--- config.mk ---
export PLATFORM = sky130hd
export DESIGN_NAME = percent_decoder
export DESIGN_NICKNAME = d
export VERILOG_FILES = /design/src/hdl/pctd_pkg.sv /design/src/hdl/pctd_front.sv /design/src/hdl/pctd_queue.sv /design/src/hdl/pctd_back.sv /design/src/hdl/percent_decoder.sv
export VERILOG_INCLUDE_DIRS = /design/src /design/src/hdl
export SDC_FILE = /design/constraint.sdc
export NUM_CORES = 1
export LEC_CHECK = 0
export ABC_AREA = 1
export BUFFER_PORTS_ARGS = -buffer_cell sky130_fd_sc_hd__buf_2
export CAP_MARGIN = 0
export CELL_PAD_IN_SITES_DETAIL_PLACEMENT = 1
export CELL_PAD_IN_SITES_GLOBAL_PLACEMENT = 2
export CORE_ASPECT_RATIO = 0.75
export CORE_MARGIN = 2
export CORE_UTILIZATION = 42
export DETAILED_ROUTE_END_ITERATION = 8
export GPL_TIMING_DRIVEN = 0
export PLACE_DENSITY = 0.86
export REMOVE_ABC_BUFFERS = 1
export SLEW_MARGIN = 10
export SYNTH_ARGS = -nofsm -noshare
export SYNTH_HDL_FRONTEND = slang
export SYNTH_HIERARCHICAL = 1
export SYNTH_SLANG_ARGS = --single-unit
export TNS_END_PERCENT = 1
--- constraint.sdc ---
create_clock -name clock -period 3.2 [get_ports clock]
set_clock_uncertainty 0.1 [all_clocks]
set_input_delay 0.64 -clock clock [delete_from_list [all_inputs] [get_ports clock]]
set_output_delay 0.64 -clock clock [all_outputs]
set_load 0.03 [all_outputs]
--- src/hdl/percent_decoder_assert.svh ---
// Assertion macros used by the percent decoder top level.
`ifndef PERCENT_DECODER_ASSERT_SVH
`define PERCENT_DECODER_ASSERT_SVH

`ifndef SYNTHESIS

// Check that a property holds at every rising edge outside reset.
`define PCTD_ASSERT(label, clk, rst, prop, msg) \
   label: assert property (@(posedge clk) disable iff (rst) (prop)) else $error(msg);

// Check that a condition never holds at a rising edge outside reset.
`define PCTD_ASSERT_NEVER(label, clk, rst, cond, msg) \
   label: assert property (@(posedge clk) disable iff (rst) !(cond)) else $error(msg);

`else

`define PCTD_ASSERT(label, clk, rst, prop, msg)
`define PCTD_ASSERT_NEVER(label, clk, rst, cond, msg)

`endif

`endif

--- src/hdl/pctd_pkg.sv ---
// Types, constants and helpers of the percent decoder.
package pctd_pkg;

   localparam logic [7:0] PCT_CHAR = 8'h25;

   // Up to three output bytes produced by one input transaction.
   localparam int unsigned MAX_OUT = 3;

   // One queued output command: bytes go out in order data[0], data[1], data[2].
   typedef struct packed {
      logic                     last;   // tlast on the final byte of the command
      logic [1:0]               count;  // number of bytes, 1 to 3
      logic [MAX_OUT-1:0][7:0]  data;
   } cmd_type;

   typedef struct packed {
      logic full;
      logic empty;
   } queue_status_type;

   typedef struct packed {
      logic       valid;
      logic [3:0] nibble;
   } hex_type;

   // Classify an ASCII character as a hex digit and give its value.
   function automatic hex_type hex_decode(input logic [7:0] c);
      hex_type h;
      h.valid  = 1'b0;
      h.nibble = 4'd0;
      if (c >= 8'h30 && c <= 8'h39) begin
         h.valid  = 1'b1;
         h.nibble = c[3:0];
      end else if ((c >= 8'h41 && c <= 8'h46) || (c >= 8'h61 && c <= 8'h66)) begin
         h.valid  = 1'b1;
         h.nibble = c[3:0] + 4'd9;
      end
      return h;
   endfunction

endpackage

--- src/hdl/pctd_front.sv ---
// Front end: tracks held escape bytes and turns each input byte into an output command.
module pctd_front (
   input  logic              clock,
   input  logic              reset,
   input  logic              accept,
   input  logic [7:0]        in_byte,
   input  logic              is_last,
   output logic              push,
   output pctd_pkg::cmd_type cmd
);
   import pctd_pkg::*;

   typedef enum logic [2:0] {
      PEND_NONE  = 3'b001,
      PEND_PCT   = 3'b010,
      PEND_DIGIT = 3'b100
   } pend_type;

   pend_type   pend_ff, pend_in;
   logic [7:0] digit_ff, digit_in;
   hex_type    hex_in_byte;
   hex_type    hex_held;

   assign hex_in_byte = hex_decode(in_byte);
   assign hex_held    = hex_decode(digit_ff);

   always_comb begin
      pend_in     = PEND_NONE;
      digit_in    = digit_ff;
      cmd.last    = is_last;
      cmd.count   = 2'd1;
      cmd.data[0] = in_byte;
      cmd.data[1] = in_byte;
      cmd.data[2] = in_byte;
      unique case (pend_ff)
         PEND_PCT: begin
            if (is_last) begin
               cmd.count   = 2'd2;
               cmd.data[0] = PCT_CHAR;
            end else if (hex_in_byte.valid) begin
               cmd.count = 2'd0;
               digit_in  = in_byte;
               pend_in   = PEND_DIGIT;
            end else if (in_byte == PCT_CHAR) begin
               // emit the old '%', hold the new one
               cmd.data[0] = PCT_CHAR;
               pend_in     = PEND_PCT;
            end else begin
               cmd.count   = 2'd2;
               cmd.data[0] = PCT_CHAR;
            end
         end
         PEND_DIGIT: begin
            if (hex_in_byte.valid) begin
               cmd.data[0] = {hex_held.nibble, hex_in_byte.nibble};
            end else begin
               cmd.data[0] = PCT_CHAR;
               cmd.data[1] = digit_ff;
               if (in_byte == PCT_CHAR && !is_last) begin
                  cmd.count = 2'd2;
                  pend_in   = PEND_PCT;
               end else begin
                  cmd.count = 2'd3;
               end
            end
         end
         default: begin
            if (in_byte == PCT_CHAR && !is_last) begin
               cmd.count = 2'd0;
               pend_in   = PEND_PCT;
            end
         end
      endcase
   end

   assign push = accept && (cmd.count != 2'd0);

   always_ff @(posedge clock) begin
      if (reset) begin
         pend_ff <= PEND_NONE;
      end else if (accept) begin
         pend_ff <= pend_in;
      end
   end

   always_ff @(posedge clock) begin
      if (accept) begin
         digit_ff <= digit_in;
      end
   end

endmodule

--- src/hdl/pctd_queue.sv ---
// Command queue between the front end and the output serializer.
module pctd_queue #(
   parameter int unsigned DEPTH = 4
) (
   input  logic                       clock,
   input  logic                       reset,
   input  logic                       push,
   input  pctd_pkg::cmd_type          push_cmd,
   input  logic                       pop,
   output pctd_pkg::cmd_type          head_cmd,
   output pctd_pkg::queue_status_type status
);
   import pctd_pkg::*;

   localparam int unsigned PTR_W = (DEPTH > 1) ? $clog2(DEPTH) : 1;
   localparam int unsigned CNT_W = $clog2(DEPTH + 1);

   cmd_type            mem_ff [DEPTH];
   logic [PTR_W-1:0]   wr_ptr_ff, wr_ptr_in;
   logic [PTR_W-1:0]   rd_ptr_ff, rd_ptr_in;
   logic [CNT_W-1:0]   count_ff,  count_in;

   assign head_cmd     = mem_ff[rd_ptr_ff];
   assign status.full  = (count_ff == CNT_W'(DEPTH));
   assign status.empty = (count_ff == '0);

   always_comb begin
      wr_ptr_in = wr_ptr_ff;
      rd_ptr_in = rd_ptr_ff;
      count_in  = count_ff;
      if (push) begin
         wr_ptr_in = (wr_ptr_ff == PTR_W'(DEPTH - 1)) ? '0 : wr_ptr_ff + 1'b1;
      end
      if (pop) begin
         rd_ptr_in = (rd_ptr_ff == PTR_W'(DEPTH - 1)) ? '0 : rd_ptr_ff + 1'b1;
      end
      if (push && !pop) begin
         count_in = count_ff + 1'b1;
      end else if (pop && !push) begin
         count_in = count_ff - 1'b1;
      end
   end

   always_ff @(posedge clock) begin
      if (reset) begin
         wr_ptr_ff <= '0;
         rd_ptr_ff <= '0;
         count_ff  <= '0;
      end else begin
         wr_ptr_ff <= wr_ptr_in;
         rd_ptr_ff <= rd_ptr_in;
         count_ff  <= count_in;
      end
   end

   always_ff @(posedge clock) begin
      if (push) begin
         mem_ff[wr_ptr_ff] <= push_cmd;
      end
   end

endmodule

--- src/hdl/pctd_back.sv ---
// Back end: serializes queued commands into output bytes through an output register.
module pctd_back (
   input  logic                       clock,
   input  logic                       reset,
   input  pctd_pkg::cmd_type          head_cmd,
   input  pctd_pkg::queue_status_type status,
   output logic                       pop,
   output logic                       rsp_tvalid,
   input  logic                       rsp_tready,
   output logic [7:0]                 rsp_tdata,
   output logic                       rsp_tlast
);
   import pctd_pkg::*;

   logic       cur_valid_ff, cur_valid_in;
   cmd_type    cur_ff;
   logic [1:0] idx_ff, idx_in;
   logic       rsp_valid_ff, rsp_valid_in;
   logic [7:0] rsp_data_ff;
   logic       rsp_last_ff;
   logic       load_rsp;
   logic       at_end;
   logic       finish;

   assign load_rsp = cur_valid_ff && (!rsp_valid_ff || rsp_tready);
   assign at_end   = (idx_ff == cur_ff.count - 2'd1);
   assign finish   = load_rsp && at_end;
   assign pop      = (!cur_valid_ff || finish) && !status.empty;

   always_comb begin
      cur_valid_in = cur_valid_ff;
      idx_in       = idx_ff;
      if (pop) begin
         cur_valid_in = 1'b1;
         idx_in       = 2'd0;
      end else if (finish) begin
         cur_valid_in = 1'b0;
      end else if (load_rsp) begin
         idx_in = idx_ff + 2'd1;
      end
      if (load_rsp) begin
         rsp_valid_in = 1'b1;
      end else if (rsp_tready) begin
         rsp_valid_in = 1'b0;
      end else begin
         rsp_valid_in = rsp_valid_ff;
      end
   end

   always_ff @(posedge clock) begin
      if (reset) begin
         cur_valid_ff <= 1'b0;
         idx_ff       <= 2'd0;
         rsp_valid_ff <= 1'b0;
      end else begin
         cur_valid_ff <= cur_valid_in;
         idx_ff       <= idx_in;
         rsp_valid_ff <= rsp_valid_in;
      end
   end

   always_ff @(posedge clock) begin
      if (pop) begin
         cur_ff <= head_cmd;
      end
      if (load_rsp) begin
         rsp_data_ff <= cur_ff.data[idx_ff];
         rsp_last_ff <= at_end && cur_ff.last;
      end
   end

   assign rsp_tvalid = rsp_valid_ff;
   assign rsp_tdata  = rsp_data_ff;
   assign rsp_tlast  = rsp_last_ff;

endmodule

--- src/hdl/percent_decoder.sv ---
// Percent decoder top level: front end, command queue and output serializer.
//
// Streaming URL percent-escape decoder. Each request transaction carries one byte of an
// encoded string, with tlast on the byte that ends the string. "%XY" with two hex digits
// (either case) becomes the byte 0xXY; a broken escape is passed through as is and the bytes
// after the '%' are looked at again, so a later '%' can open a fresh escape. On the last
// byte every held byte is flushed unchanged unless it completes an escape, and the final
// response byte of the string carries tlast. One request transaction yields zero to three
// response transactions. The front end accepts one byte per cycle as long as the command
// queue (QUEUE_DEPTH entries) has room; the output serializer drains one byte per cycle, so
// the sustained rate is one request per cycle while each request yields at most one byte,
// and the response port (one byte per cycle) sets the pace otherwise. An accepted request
// goes through the queue, the serializer's command register and the output register.
`include "percent_decoder_assert.svh"

module percent_decoder #(
   parameter int unsigned QUEUE_DEPTH = 4
) (
   input  logic       clock,
   input  logic       reset,
   // request channel
   input  logic       req_tvalid,
   output logic       req_tready,
   input  logic [7:0] req_tdata,   // [7:0] in_byte
   input  logic       req_tlast,   // is_last
   // response channel
   output logic       rsp_tvalid,
   input  logic       rsp_tready,
   output logic [7:0] rsp_tdata,   // [7:0] out_byte
   output logic       rsp_tlast    // out_last
);
   import pctd_pkg::*;

   logic             req_accept;
   logic             push;
   logic             pop;
   cmd_type          push_cmd;
   cmd_type          head_cmd;
   queue_status_type status;

   // Take a new byte whenever the queue can hold its command.
   assign req_tready = !status.full;
   assign req_accept = req_tvalid && req_tready;

   // Classify the byte against the held escape state and build its command.
   pctd_front u_front (
      .clock   (clock),
      .reset   (reset),
      .accept  (req_accept),
      .in_byte (req_tdata),
      .is_last (req_tlast),
      .push    (push),
      .cmd     (push_cmd)
   );

   // Decouple classification from the output port.
   pctd_queue #(
      .DEPTH (QUEUE_DEPTH)
   ) u_queue (
      .clock    (clock),
      .reset    (reset),
      .push     (push),
      .push_cmd (push_cmd),
      .pop      (pop),
      .head_cmd (head_cmd),
      .status   (status)
   );

   // Drain commands one byte per response transaction.
   pctd_back u_back (
      .clock      (clock),
      .reset      (reset),
      .head_cmd   (head_cmd),
      .status     (status),
      .pop        (pop),
      .rsp_tvalid (rsp_tvalid),
      .rsp_tready (rsp_tready),
      .rsp_tdata  (rsp_tdata),
      .rsp_tlast  (rsp_tlast)
   );

   // A command is never written into a full queue.
   `PCTD_ASSERT_NEVER(a_no_push_full, clock, reset, push && status.full, "push into full queue")
   // The serializer never takes a command from an empty queue.
   `PCTD_ASSERT_NEVER(a_no_pop_empty, clock, reset, pop && status.empty, "pop from empty queue")
   // A push without a pop fills the queue by one entry.
   `PCTD_ASSERT(a_push_fills, clock, reset, (push && !pop) |=> !status.empty, "queue lost an entry")

endmodule

---- After elaboration in Yosys (flattened, before gate mapping) ----
Memory sizes are Yosys's and may differ from the RTL's. A register that Yosys moved wholly into a read port is not among the register bits.
Cells that the tools add are included.
operators by class
  add/sub/neg operators ................... 8
  $lt $le $gt $ge ......................... 13
  eq/ne operators ......................... 7
  multiplexer cells ....................... 35
  bitwise operators ....................... 2
  reduce and logical (&&, ||, !) cells .... 34
operator list
  cell                 count
  $mux 8               6
  $ge 8x7->1 const B   4
  $le 8x7->1 const B   4
  $bmux 8 s2           1
  $ge 8x6->1 const B   2
  $le 8x6->1 const B   2
  $mux 2               8
  $pmux 8 s2           1
  $logic_and 1x1->1    15
  $mux 3               5
  $mux 5               2
  $add 4x4->4 const B  2
  $eq 8x6->1 const B   1
  $mux 1               8
  $mux 4               2
  $reduce_bool 2->1    4
  $logic_not 1->1      7
  $add 2x1->2 const B  3
  $eq 3x3->1 const B   2
  $pmux 3 s2           1
  $eq 2x2->1 const B   2
  $logic_or 1x1->1     4
  $pmux 2 s2           1
  $add 3x1->3 const B  1
  10 further kinds     11
storage, ports and cells
  register bits ........................... 31
  memory bits (writable) .................. 108
  output and inout port bits .............. 11
  logic and storage cells ................. 110
  memories ................................ 1
memories
  memory          depth  bits a word  rd ports  clocked after memory_dff  wr ports  line              RTL
  u_queue.mem_ff  4      27           1         1                         1         pctd_queue.sv:18  cmd_type mem_ff [DEPTH];

---- Depth between registers and ports, before layout ----
Gate-level depths: netlist (run 1).
  word-level depth ........................ 14
  mapped depth ............................ 20

---- By module ----
Netlist (run 1), hierarchy kept.
by module, submodules not included
  module           times used  cells each  area each (sq um)  sequential area each (sq um)
  pctd_queue       1           320         4510.6             3423.3
  pctd_back        1           113         1546.5             1161.1
  pctd_front       1           208         1302.5             300.3
  percent_decoder  1           3           13.8               0.0

---- Least setup slack after synthesis (run 1) ----
No wires, ideal clock.
  path type ............................... input port to flip-flop
  start point ............................. input port rsp_tready
  end point ............................... register u_queue.count_ff[1]
  arrival ................................. 2.634 ns
  setup slack ............................. 0.351 ns
  stages .................................. 12
  path buffers ............................ 0
  cells stage by stage .................... inv_1 nand2_1 nand3_2 nand2_2 nand2_2 inv_1 inv_1 ha_1 inv_1 fa_1 o21ai_0 nor2_1
between the ends
  longest elaborated chain between the ends .. 8
  elaborated cells between the ends (all ways) .. 10
  those cells by class .................... mux: 1; reduce/logical: 9
RTL lines
  what                     line                   RTL
  start, declared          percent_decoder.sv:28  input logic rsp_tready,
  $logic_or 1x1->1         pctd_back.sv:25        assign load_rsp = cur_valid_ff && (!rsp_valid_ff || rsp_tready);
  $logic_and 1x1->1        pctd_back.sv:25
  $logic_and 1x1->1        pctd_back.sv:27        assign finish = load_rsp && at_end;
  $logic_or 1x1->1         pctd_back.sv:28        assign pop = (!cur_valid_ff || finish) && !status.empty;
  $logic_and 1x1->1        pctd_back.sv:28
  via pop                  percent_decoder.sv:36  logic pop;
  $logic_not 1->1          pctd_queue.sv:37       if (push && !pop) begin
  $logic_and 1x1->1        pctd_queue.sv:37
  $mux 3                   pctd_queue.sv:37
  via u_queue.count_in[1]  pctd_queue.sv:21       logic [CNT_W-1:0] count_ff, count_in;
  end signal, assigned     pctd_queue.sv:52       count_ff <= count_in;
  end, declared            pctd_queue.sv:21
The timed path passes the listed nets, and every way through them passes these cells.
A chain may end at the register's enable or synchronous reset.

---- Worst setup path in the final report (run 1) ----
  start point ............................. input port req_tdata[1]
  end point ............................... register u_queue.count_ff[2]
between the ends
  longest elaborated chain between the ends .. 13
  elaborated cells between the ends (all ways) .. 28
  those cells by class .................... order compare: 6; eq/ne: 1; mux: 10; reduce/logical: 11
RTL lines
  what                                      line                   RTL
  start, declared                           percent_decoder.sv:24  input logic [7:0] req_tdata,
  $ge 8x7->1 or $le 8x7->1 (tied branches)  pctd_pkg.sv:34         end else if ((c >= 8'h41 && c <= 8'h46) || (c >= 8'h61 && c <= 8'h66)) begin
  $logic_and 1x1->1                         pctd_pkg.sv:34
  $logic_or 1x1->1                          pctd_pkg.sv:34
  $mux 5                                    pctd_pkg.sv:34
  $mux 5                                    pctd_pkg.sv:31         if (c >= 8'h30 && c <= 8'h39) begin
  $mux 2                                    pctd_front.sv:40       end else if (hex_in_byte.valid) begin
  $mux 2                                    pctd_front.sv:37       if (is_last) begin
  $pmux 2 s2 *                              pctd_front.sv:35       unique case (pend_ff)
  $reduce_bool 2->1 *                       pctd_front.sv:76       assign push = accept && (cmd.count != 2'd0);
  $logic_and 1x1->1 *                       pctd_front.sv:76
  via push                                  percent_decoder.sv:35  logic push;
  $logic_not 1->1                           pctd_queue.sv:39       end else if (pop && !push) begin
  $logic_and 1x1->1                         pctd_queue.sv:39
  $reduce_bool 2->1 (no source line)        --
Mark *: on every way through the listed nets, which the timed path passes. The rest lies on a longest branch.

==> results.md, run 1 <==
- Combinational power share: 23.9%
- IO buf count: 23
- Antenna Nets Post-Route: 0
- R2r setup slk: 0.43 ns
- CP Data Required Time: 3.42 ns
- Leak: 2.94 nW
- Routed WL: 18,100 um
- Top FF cell, synth: edfxtp_1
- Fmax: 332 MHz
- CTS tree: built
- Share of layout cells above drive strength 1: 15.2%
- Total global routing track utilization: 20.8%
- Worst R2R End: u_queue/count_ff[1]
- Met1 usage: 27.8%
- RSZ-0062 raised after global routing: false
- Power Density: 824 nW/um2
- Hold depth: 2
- Status: complete, no violations
- Sw Ratio: 33.7%
- Synth Area in Simple Gates: 14.7%
- Worst Path Max Fanout: 19
- DR vias: 4,845
- Busiest grt layer: met2
- CP arrival: 3.23 ns
- Final Slew Violations: 0
- # clock sinks: 168
- Vias per cell: 5.33
- Hold Buf Count CTS: 0
- Power share of the clock group: 27.7%
- Syn Area/Cell: 11.4 um2
- Post-route cell area: 8150 um2
- Worst Setup EP: u_queue/count_ff[2]
- GRT met2 Usage: 33.4%
- Clk buf depth: 2
- Final hold vios: 0
- Count leader, synth: edfxtp_1
- H-tree depth: 4
- Crit path capture type: register
- P&R area growth vs syn: 10.5%
- Num CTS Buffers: 17
- Maxcap violations: 0
- Synth top area share: 61.9%
- # DRC: 0
- Initial antenna violation count: 0
- Rows: 41
- I/O pin cnt: 24
- Post-synth EDFFs: 152
- GPL Wtd Cong: 0.786
- Hold slack: 0.394 ns
- NumNets Final: 686
- Register area share after synthesis: 66.2%
- Synthesis warning total: 6
- Synth Register Bits: 168
- First DRT Iteration DRCs: 384
- Die area: 18,600 um2
- Cell Area, Placed: 7540 um2
- Max-Slew Margin vs Limit: 17.8%
- Synth area leaders: edfxtp_1 (62%), nor2_1 (4.6%), dfxtp_1 (4.3%)
- Drt wl/cell: 19.9 um
- Largest net degree at the start of global routing: 55
- RR Startpoint: u_front/pend_ff[1]
- Final setup vio count: 0
- Core ar.: 17,000 um2
- Int Pwr: 0.00445 W
- Final period utilization: 94.1%
- XOR/XNOR share of the synthesized area: 0.238%
- Syn Std Cell Area: 7370 um2
- Psw: 0.00226 W
- Die H: 119 um
- Worst-path clk slew: 0.06 ns
- Complex-gate fraction of the synthesized area: 9.89%
- Worst Tran Pin Value: 1.23 ns
- Clock Tree Root: clkbuf_16
- VDD IR max: 0.331 mV
- CP startpoint kind: primary input
- Synth top cells by count: edfxtp_1 (152), nor2_1 (91), nand2_1 (79)
- Die width: 157 um
- Async S/R FF share, synth: 0%
- Diodes inserted: 0
- Total gr overflow: 0
- Cell count after synthesis: 644
- R2r worst-path depth: 14
- Later-pin clock latency in the skew report: 0.42 ns
- First-pass GRT wire length: 28,400 um
- Largest family of logic cells by synthesized area: simple AND/OR/NAND/NOR gates
- Multiplexer share of the synthesized area: 0%
- Detailed Place HPWL: 11,400 um
- Layout filler cell count: 1,835
- Post-synthesis adder-cell area fraction: 2.31%
- Type of the most critical hold path: reg -> reg
- Crit Path Class: in -> reg
- Post-route minimum period: 3.01 ns
- Post-synthesis cell type count: 34
- First-pass iteration count of the detailed router: 5
- Met3 Use GR: 4.91%
- Vias in the first global route: 5,084
- Initial core utilization: 43.4%
- CP startpoint: req_tdata[1]
- Seq pwr share: 48.4%
- Post-synth top area cell: edfxtp_1
==> how the worst min path moves through the flow <==
stage	from	endpoint
floorplan	u_back/cur_valid_ff	u_back/cur_valid_ff
global placement	u_back/cur_valid_ff	u_back/cur_valid_ff
detailed placement	u_back/cur_valid_ff	u_back/cur_valid_ff
CTS	u_back/cur_valid_ff	u_back/cur_valid_ff
global route	u_back/cur_valid_ff	u_back/cur_valid_ff
finish	u_back/cur_valid_ff	u_back/cur_valid_ff
==> logic make-up (layout without fill, tap and decap cells) <==
logic type | after synthesis | after routing
AND/OR/NAND/NOR | 239 | 239
flip-flops | 168 | 168
AO/OA/AOI/OAI | 135 | 135
buffers and inverters | 87 | 116
adder cells (fa/ha/maj) | 13 | 13
XOR/XNOR | 2 | 2
==> area by class of cell <==
| class | count | area (um2) | share of cell area, % |
|---|---|---|---|
| inverter | 55 | 225 | 2.76 |
| timing repair buffer | 28 | 178 | 2.18 |
| sequential | 168 | 4890 | 60.0 |
| clock inverter | 13 | 97.6 | 1.20 |
| timing repair inverter | 1 | 5.00 | 0.0614 |
| tap | 236 | 295 | 3.63 |
| multi-input combinational | 389 | 2020 | 24.8 |
| clock buffer | 19 | 433 | 5.31 |
==> registers in the layout (all words and copies together) (netlist names), 3 cells and up, named ones only <==
| signal | count |
|---|---|
| u_back/rsp_tdata | 8 |
| u_queue/mem_ff | 108 |
| u_back/cur_ff | 27 |
| u_queue/count_ff | 3 |
| u_front/pend_ff | 3 |
| u_front/digit_ff | 8 |
==> layout by cell type (no fill, tap or decap), types with 6 or more instances in the layout <==
| cell | netlist | routed |
|---|---|---|
| nand2_2 | 12 | 11 |
| nor3_1 | 8 | 6 |
| nand2_1 | 79 | 79 |
| nor2_1 | 91 | 91 |
| buf_2 | 7 | 21 |
| o21ai_0 | 62 | 62 |
| dfxtp_1 | 16 | 13 |
| a21oi_1 | 14 | 14 |
| o21ai_1 | 28 | 28 |
| clkbuf_16 | 0 | 17 |
| nand4_1 | 6 | 6 |
| ha_1 | 12 | 12 |
| o22ai_1 | 27 | 27 |
| inv_1 | 47 | 41 |
| inv_2 | 5 | 10 |
| nand3_1 | 30 | 30 |
| edfxtp_1 | 152 | 152 |
==> layer usage <==
metal	share of wire (%)	wire length [um]	vias to the layer above
met4	1.5	274	0
met1	46	8250	2437
met5	0	0	-
met3	4.3	782	20
li1	-	-	2286
met2	49	8820	102
==> power groups by stage <==
stage	registers [W]	clock network (W)	logic (W)
after floorplan	0.00332	0	0.000920
after global placement	0.00331	0	0.00140
after detailed placement	0.00331	0	0.00155
after CTS	0.00326	0.00190	0.00160
after global routing	0.00330	0.00198	0.00178
final	0.00325	0.00186	0.00160
==> critical path: stages <==
cell	delay, ns
clkbuf_4	0.21
inv_1	0.10
ha_1	0.20
inv_1	0.11
nand4_1	0.12
nand2_2	0.23
nand2_8	0.14
nand2_2	0.11
nand2_2	0.07
nand3_1	0.08
nand2_1	0.07
inv_2	0.14
ha_1	0.22
inv_1	0.08
fa_1	0.38
inv_1	0.07
nand2_1	0.07
nand3_1	0.07
nand2_1	0.05
inv_1	0.04
nor2_1	0.03
==> what timing repair did <==
item                                    in CTS  in global routing
hold endpoints to repair                     0                  0
endpoints found under the setup margin       5                110
setup buffers                                0                  4
resized for setup                            4                  5
gates cloned                                 1                  0
pin swaps                                    0                  1
==> through the flow <==
stage | worst slack (ns) | utilization [%] | cells | setup TNS (ns) | power [W]
global route | 0.00261 | 48.0 | 909 | 0 | 0.00706
detailed placement | -0.673 | 44.4 | 872 | -39.93 | 0.00486
finish | 0.189 | 48.0 | 909 | 0 | 0.00671
global placement | -0.675 | 44.3 | 871 | -73.31 | 0.00471
CTS | 0.0257 | 47.7 | 905 | 0 | 0.00676
floorplan | 0.321 | - | 612 | 0 | 0.00424
(Power assumes the default switching activity.)
==> inputs of run 2 (changes only) <==
Settings changed: CORE_ASPECT_RATIO 0.75 to 0.9, PLACE_DENSITY 0.86 to 0.79.
==> run 2 against run 1 <==
Compared with the run above:
- critical path depth is 7 lower
- count of clock-buffer cells in the layout increased by 2
- flip-flop and latch count did not move
- via count is 1.3% lower
- global-route usage decreased by 1.4 points
- combinational power about the same
- total power grew 1.7%
- hold slack better by 0.0052 ns
- worst setup slack gained 0.046 ns
==> results.md, run 2 (synthesized netlist as in run 1, its figures left out) <==
- Largest net degree at the start of global routing: 55
- Worst Path Buf+Inv: 6
- Critical Path Max Stage Delay: 0.56 ns
- Core ar.: 17,000 um2
- Hold Buf Count CTS: 0
- Final setup vio count: 0
- Clock Tree Root: clkbuf_16
- Crit Path Class: in -> reg
- Total gr overflow: 0
- Power Density: 834 nW/um2
- Routed WL: 17,000 um
- Hold depth: 2
- Initial antenna violation count: 0
- Die H: 130 um
- # DRC: 0
- I/O pin cnt: 24
- Multi-input gate area: 2030 um2
- Fmax: 337 MHz
- CP Data Required Time: 3.06 ns
- Most common cell after layout, fill and taps aside: edfxtp_1
- First-pass GRT wire length: 26,800 um
- Core Util, Final: 48.1%
- CP Depth: 14
- Initial core utilization: 43.4%
- Worst Tran Pin Value: 1.17 ns
- Share of layout cells above drive strength 1: 15.2%
- Drt wl/cell: 18.8 um
- H-tree depth: 4
- Rows: 45
- Post-route minimum period: 2.97 ns
- Leak: 2.96 nW
- Later-pin clock latency in the skew report: 0.43 ns
- Worst-path clk slew: 0.06 ns
- Status: complete, no violations
- CTS tree: built
- Max reg flops: 108
- CP startpoint kind: primary input
- P&R area growth vs syn: 11.0%
- Max-Slew Margin vs Limit: 21.8%
- Diodes inserted: 0
- First-pass iteration count of the detailed router: 4
- Detailed Place HPWL: 11,100 um
- Vias in the first global route: 4,873
- # clock sinks: 168
- Antenna Nets Post-Route: 0
- Total power: 0.00682 W
- Layout filler cell count: 1,840
- VDD IR max: 0.414 mV
- GPL Wtd Cong: 0.835
- IO buf count: 23
- Die area: 18,600 um2
- CP arrival: 2.82 ns
- Vias per cell: 5.29
- Type of the most critical hold path: reg -> reg
- CP delay by family, top: buffers and inverters
- First DRT Iteration DRCs: 229
- DR vias: 4,781
- Worst Path Max Fanout: 27
- Cell breakdown of the critical path: clkbuf_4 > inv_1 > ha_1 > inv_1 > nor3_2 > nand2_1 > nand2_1 > nand2_1 > inv_1 > nand3_1 > nand2_1 > inv_2 > nand2_1 > clkinvlp_4
- NumNets Final: 682
- RSZ-0062 raised after global routing: true
- Clk buf depth: 2
- Total global routing track utilization: 19.4%
- Cell Area, Placed: 7540 um2
- Post-route cell area: 8180 um2
- Final hold vios: 0
- Die width: 144 um
- Crit path top cell by count: nand2_1
- Sequential Area: 4890 um2
- R2r worst-path depth: 16
- Num CTS Buffers: 17
- Largest Register: u_queue/mem_ff
- Commonest cells after routing, fill and taps aside: edfxtp_1 (152), nor2_1 (91), nand2_1 (79)
- Largest registers: u_queue/mem_ff x108, u_back/cur_ff x27
- CP max stage cell: clkinvlp_4
- Final period utilization: 92.7%
- Final Slew Violations: 0
- Maxcap violations: 0
- Crit path capture type: register
run 2: cell types whose count changed in the layout (fill, tap and decap cells not counted), moves of 2 or more:
cell / delta
clkinv_2: -2
clkinvlp_4: -2
clkinv_4: +3
clkbuf_8: +3
clkbuf_1: -2
buf_4: -4
clkinv_1: -2
run 2: cell type report:
cell class | instances | area share (%)
Inverter | 55 | 2.80
Clock inverter | 11 | 1.21
Sequential cell | 168 | 59.7
Timing Repair inverter | 1 | 0.0612
Tap cell | 235 | 3.59
Clock buffer | 21 | 6.01
Timing Repair Buffer | 24 | 1.80
Multi-Input combinational cell | 389 | 24.8
run 2: power by group:
group | internal (W) | total, W | leakage [nW] | switching, W
logic | 0.000439 | 0.00157 | 1.13 | 0.00113
clock network | 0.00113 | 0.00201 | 0.295 | 0.000885
registers | 0.00300 | 0.00324 | 1.53 | 0.000239
run 2: path summary, 6_finish.rpt:
path         slack (ns)               endpoint                start
min reg2reg        0.40    u_back/cur_valid_ff  u_back/cur_valid_ff
min                0.40    u_back/cur_valid_ff  u_back/cur_valid_ff
max reg2reg        0.30    u_queue/count_ff[2]     u_back/idx_ff[1]
max                0.23  u_queue/mem_ff[1][18]         req_tdata[1]
run 2: what timing repair did:
item,CTS,global route
gates cloned,0,1
gates resized for setup,4,7
endpoints found under the setup margin,29,110
buffers inserted,0,0
run 2: layer usage:
layer	up-vias	GRT usage (%)	routed length, um	part of all wire, %
met2	83	32.9	8420	50
met5	-	0	0	0
li1	2280	-	-	-
met4	0	5.31	191	1.1
met1	2405	25.8	7800	46
met3	13	3.85	557	3.3
run 2: through the flow:
stage               worst slack (ns)  hold WS (ns)  std cells  TNS [ns]
floorplan                      0.321         0.362        612         0
global placement              -0.691         0.386        870    -74.33
detailed placement            -0.684         0.394        871    -40.98
CTS                           0.0384         0.400        903         0
global route                 -0.0161         0.428        904    -0.207
finish                         0.235         0.400        904         0
run 2: worst min-delay path: cells and delay by family (launching register included):
kind	cells	cell delay (ns)
DFF	1	0.32
AOI/OAI and AO/OA	1	0.06
and+or+nand+nor	1	0.08
